==> src/rtl/lvpt_pkg.sv <==
// Shared types and constants for the load value prediction table.
`default_nettype none
package lvpt_pkg;

  localparam int unsigned PC_W    = 64;
  localparam int unsigned TID_W   = 3;
  localparam int unsigned VALUE_W = 64;
  localparam int unsigned KIND_W  = 2;

  typedef enum logic [KIND_W-1:0] {
    KIND_LOOKUP     = 2'd0,
    KIND_UPDATE     = 2'd1,
    KIND_INVALIDATE = 2'd2
  } kind_e;

  typedef enum logic [1:0] {
    ST_CLEAR  = 2'd0,
    ST_IDLE   = 2'd1,
    ST_LOOKUP = 2'd2
  } state_e;

  // Commands from the controller to the datapath.
  typedef struct packed {
    logic look_rd;   // read the indexed entry for a lookup
    logic upd_wr;    // write the indexed entry for an update
    logic clr_wr;    // clear one valid bit of the sweep and advance
    logic rsp_load;  // load the response register from the read data
  } cmd_t;

  // Status from the datapath to the controller.
  typedef struct packed {
    logic clr_last;   // the sweep is at its last entry
    logic rsp_valid;  // the response register holds a beat
  } status_t;

endpackage
`default_nettype wire

==> src/rtl/lvpt_ctrl.sv <==
// Controller state machine: sequences lookups, updates and valid-bit sweeps.
`default_nettype none
module lvpt_ctrl (
  input  wire logic              clk_i,
  input  wire logic              rst_ni,
  input  wire logic              req_valid_i,
  input  wire lvpt_pkg::kind_e   req_kind_i,
  output logic                   req_ready_o,
  input  wire logic              rsp_ready_i,
  input  wire lvpt_pkg::status_t sts_i,
  output lvpt_pkg::cmd_t         cmd_o
);

  lvpt_pkg::state_e state_q, state_d;
  logic             accept;

  always_comb begin
    unique case (state_q)
      lvpt_pkg::ST_IDLE: req_ready_o = !sts_i.rsp_valid || rsp_ready_i;
      default:           req_ready_o = 1'b0;
    endcase
  end

  assign accept = req_valid_i && req_ready_o;

  // Next state.
  always_comb begin
    state_d = state_q;
    unique case (state_q)
      lvpt_pkg::ST_CLEAR: begin
        if (sts_i.clr_last) begin
          state_d = lvpt_pkg::ST_IDLE;
        end
      end
      lvpt_pkg::ST_IDLE: begin
        if (accept) begin
          case (req_kind_i)
            lvpt_pkg::KIND_LOOKUP:     state_d = lvpt_pkg::ST_LOOKUP;
            lvpt_pkg::KIND_INVALIDATE: state_d = lvpt_pkg::ST_CLEAR;
            default:                   state_d = lvpt_pkg::ST_IDLE;
          endcase
        end
      end
      lvpt_pkg::ST_LOOKUP: state_d = lvpt_pkg::ST_IDLE;
      default:             state_d = lvpt_pkg::ST_IDLE;
    endcase
  end

  // Commands.
  always_comb begin
    cmd_o = '0;
    unique case (state_q)
      lvpt_pkg::ST_CLEAR: cmd_o.clr_wr = 1'b1;
      lvpt_pkg::ST_IDLE: begin
        cmd_o.look_rd = accept && (req_kind_i == lvpt_pkg::KIND_LOOKUP);
        cmd_o.upd_wr  = accept && (req_kind_i == lvpt_pkg::KIND_UPDATE);
      end
      lvpt_pkg::ST_LOOKUP: cmd_o.rsp_load = 1'b1;
      default: cmd_o = '0;
    endcase
  end

  always_ff @(posedge clk_i or negedge rst_ni) begin
    if (!rst_ni) begin
      state_q <= lvpt_pkg::ST_CLEAR;
    end else begin
      state_q <= state_d;
    end
  end

endmodule
`default_nettype wire

==> config.mk <==
export PLATFORM = sky130hd
export DESIGN_NAME = lvpt_ctrl
export DESIGN_NICKNAME = d
export VERILOG_FILES = /design/src/rtl/lvpt_pkg.sv /design/src/rtl/lvpt_ctrl.sv
export SDC_FILE = /design/constraint.sdc
export NUM_CORES = 1
export LEC_CHECK = 0
export BUFFER_PORTS_ARGS = -buffer_cell sky130_fd_sc_hd__buf_2
export CORE_AREA = 4 4 41 43
export CTS_CLUSTER_SIZE = 12
export DETAILED_ROUTE_END_ITERATION = 10
export DIE_AREA = 0 0 45 47
export HOLD_SLACK_MARGIN = 0.15
export SETUP_SLACK_MARGIN = 0.1
export SLEW_MARGIN = 20
export SYNTH_ARGS = -nofsm -noshare
export SYNTH_HDL_FRONTEND = slang
export SYNTH_SLANG_ARGS = --single-unit
==> constraint.sdc <==
create_clock -name clk_i -period 0.9 [get_ports clk_i]
set_input_delay 0.09 -clock clk_i [delete_from_list [all_inputs] [get_ports clk_i]]
set_output_delay 0.09 -clock clk_i [all_outputs]
set_load 0.02 [all_outputs]
==> impl_metrics.py <==
metrics = {
    "outcome": {
        "status": "complete, but fails checks",
        "violations": "negative setup slack",
    },
    "floorplan": {
        "ios": 13,
        "rows": 13,
        "fp.coreArea_um2": 1300,
        "fp.dieW_um": 45,
        "die_area_um2": 2120,
        "start_util": 0.105,
        "fp.dieH_um": 47,
    },
    "timing": {
        "fin_crit_sh": 1.40,
        "relSlewSlack": 0.573,
        "rsz0062_at_grt": "true",
        "tightest_slew_ns": 0.639,
        "post-route-min-period_ns": 1.26,
        "setup_slack_ns": -0.361,
        "max_clock_freq_mhz": 793,
        "hold_viol_final": 0,
        "clock_skew_ns": 0.000273,
        "setup_viol": 7,
        "maxSlewViolCount": 0,
    },
    "setup_path": {
        "worst-path-buf-inv": 1,
        "crit_type": "reg2out",
        "reg2reg_depth": 3,
        "worstSetupEndpointType": "output pin",
        "startpoint_type": "register",
        "cpPeakStageDelay_ns": 0.36,
        "worstReg2RegEnd": "state_q[0]",
        "arrival_ns": 1.17,
        "crit_chain": "nand2b_4, nor4_4, buf_4",
        "crit_fanout": 3,
        "path_delay_family": "simple AND/OR/NAND/NOR gates",
        "required_ns": 0.81,
        "r2r-start": "state_q[1]",
        "cp_slowest_cell": "dfrtp_1",
        "r2r_slack_ns": -0.26,
    },
    "yosys": {
        "synth_fa_ha_area_frac": 0,
        "synth_area_um2": 136,
        "yosys.area.top_type_share": 0.367,
        "synth.most_common_cell": "nor4_1",
        "synth_top_family_by_area": "simple AND/OR/NAND/NOR gates",
        "syn-num-nets": 23,
        "yosys_warnings": 0,
        "syn_inst": 15,
        "synthMuxAreaShare": 0,
        "yosys.area_share.simple": 0.495,
        "synth_xor_area_frac": 0,
        "synth-seq-cells": 2,
        "async_reset_ff_frac": 1.00,
        "ys.flop_type": "dfrtp_1",
        "yosysSeqAreaShare": 0.367,
        "syn_area_per_cell_um2": 9.09,
        "synth_compound_area_frac": 0.0826,
        "synth_area_leaders": "dfrtp_1 37%, nor4_1 14%, nand2b_4 10%, o41a_1 8.3%, and2b_2 6.4%",
        "netlist-cell-type-count": 10,
        "netlist_top_cells_count": "3 x nor4_1, 2 x dfrtp_1, 2 x inv_1, 2 x nor2_1",
        "synth_edf_count": 0,
        "synth_area_leader_cell": "dfrtp_1",
    },
    "cts": {
        "cts_tree": "built",
        "clk_root_buffer_cell": "clkbuf_4",
        "clock_path_buffers": 2,
        "htreeDepth": 1,
        "cts_buffers": 3,
        "hold_buffers": 1,
        "clock_sinks": 2,
        "clk_pin_slew_ns": 0.03,
        "clk_latency_ns": 0.22,
    },
    "finish": {
        "top_regs": "state_q x2",
        "syn_to_final_growth_pct": 153,
        "layout-drive-gt1-share": 0.714,
        "largest_register_ffs": 2,
        "fill_cells": 143,
        "layout.nets": 45,
        "top_register": "state_q",
        "final_area_um2": 345,
        "diodes": 0,
    },
    "drt": {
        "drt_iter0_drc": 0,
        "drc": 0,
        "wl_per_cell_um": 9.50,
        "vias_per_cell": 3.84,
        "wirelength_um": 475,
        "num_vias": 192,
        "drt-pass1-iter-count": 1,
        "final_antenna_net_count": 0,
    },
    "power_and_ir_drop": {
        "peakVddDrop_mv": 0.386,
        "p_total_mw": 0.470,
        "pwr_density_cell_nw_per_um2": 1360,
        "p_leak_nw": 0.160,
    },
    "global_routing": {
        "grt_pass1_wl_um": 703,
        "antenna_found_initial": 0,
        "track_usage": 0.0545,
        "first_global_vias": 206,
        "grt_max_degree": 6,
        "grt_overflow": 0,
    },
    "min_path": {
        "hold_depth": 2,
        "hp-start": "req_kind_i[0]",
        "hold_end": "state_q[1]",
        "worstHoldPathType": "in2reg",
    },
    "run": {
        "max_cap_viol_count": 0,
    },
    "placement": {
        "portBuffers": 12,
        "dpl_cell_area_um2": 260,
        "place_congestion": 0.622,
        "post-place-ws_ns": -0.178,
    },
}
-- through the flow --
step / utilization / std cells / hold WS, ns / setup TNS [ns]
3_3_place_gp: 0.200 / 44 / -0.122 / -0.664
6_report: 0.265 / 50 / 0.115 / -2.01
4_1_cts: 0.261 / 50 / 0.112 / -2.08
5_1_grt: 0.265 / 50 / 0.131 / -2.41
2_1_floorplan: - / 15 / -0.206 / -0.416
3_5_place_dp: 0.200 / 44 / -0.120 / -0.757
-- kinds of logic (layout without fill, tap and decap cells) --
group / count (synthesis) / count (layout)
AOI/OAI and AO/OA: 1 / 1
DFF: 2 / 2
and+or+nand+nor: 10 / 10
buffers and inverters: 2 / 22
-- metal layers --
| layer | part of all wire | GRT usage | routed length, µm |
|---|---|---|---|
| met3 | 0.12 | 0.0153 | 58 |
| met2 | 0.53 | 0.0904 | 253 |
| met1 | 0.30 | 0.0342 | 144 |
| met4 | 0.040 | 0.105 | 19 |
| met5 | 0 | 0 | 0 |
-- what timing repair did --
action                                 4_1_cts  5_1_grt
gates resized for setup                     10        2
setup buffers                                2        0
pin swaps                                    1        0
setup endpoints to repair                    7        7
endpoints found under the hold margin        3        1
-- worst max-delay path by stage --
stage	cells after the start	from	endpoint	slack, ns
final	3	state_q[1]	cmd_o[2]	-0.36
after global placement	3	state_q[1]	cmd_o[3]	-0.16
after CTS	3	state_q[1]	cmd_o[2]	-0.38
after global routing	3	state_q[1]	cmd_o[2]	-0.42
after detailed placement	3	state_q[1]	cmd_o[2]	-0.18
after floorplan	2	state_q[1]	state_q[0]	-0.13
-- power by group --
part	switching, mW	internal (mW)
logic	0.0799	0.0890
registers	0.00715	0.0974
clock network	0.0500	0.147
-- placed cells by master (no fill, tap or decap) --
cell,n
buf_6,4
dfrtp_1,2
nand2b_1,1
nand2b_4,1
clkbuf_4,3
dlygate4sd3_1,1
and2b_2,1
nor2_2,1
inv_1,2
o41a_1,1
nor4_1,1
nor2b_1,1
nor2_4,1
buf_4,5
buf_2,7
nor4_4,2
or3_1,1
-- layout make-up --
type                            instances  area (µm²)  area share
Timing Repair Buffer                   17         128       0.370
Multi-Input combinational cell         11         119       0.344
Sequential cell                         2        50.0       0.145
Clock buffer                            3        22.5      0.0652
Tap cell                               15        18.8      0.0543
Inverter                                2        7.51      0.0217
Note: power is estimated with default switching activity, not from simulation.
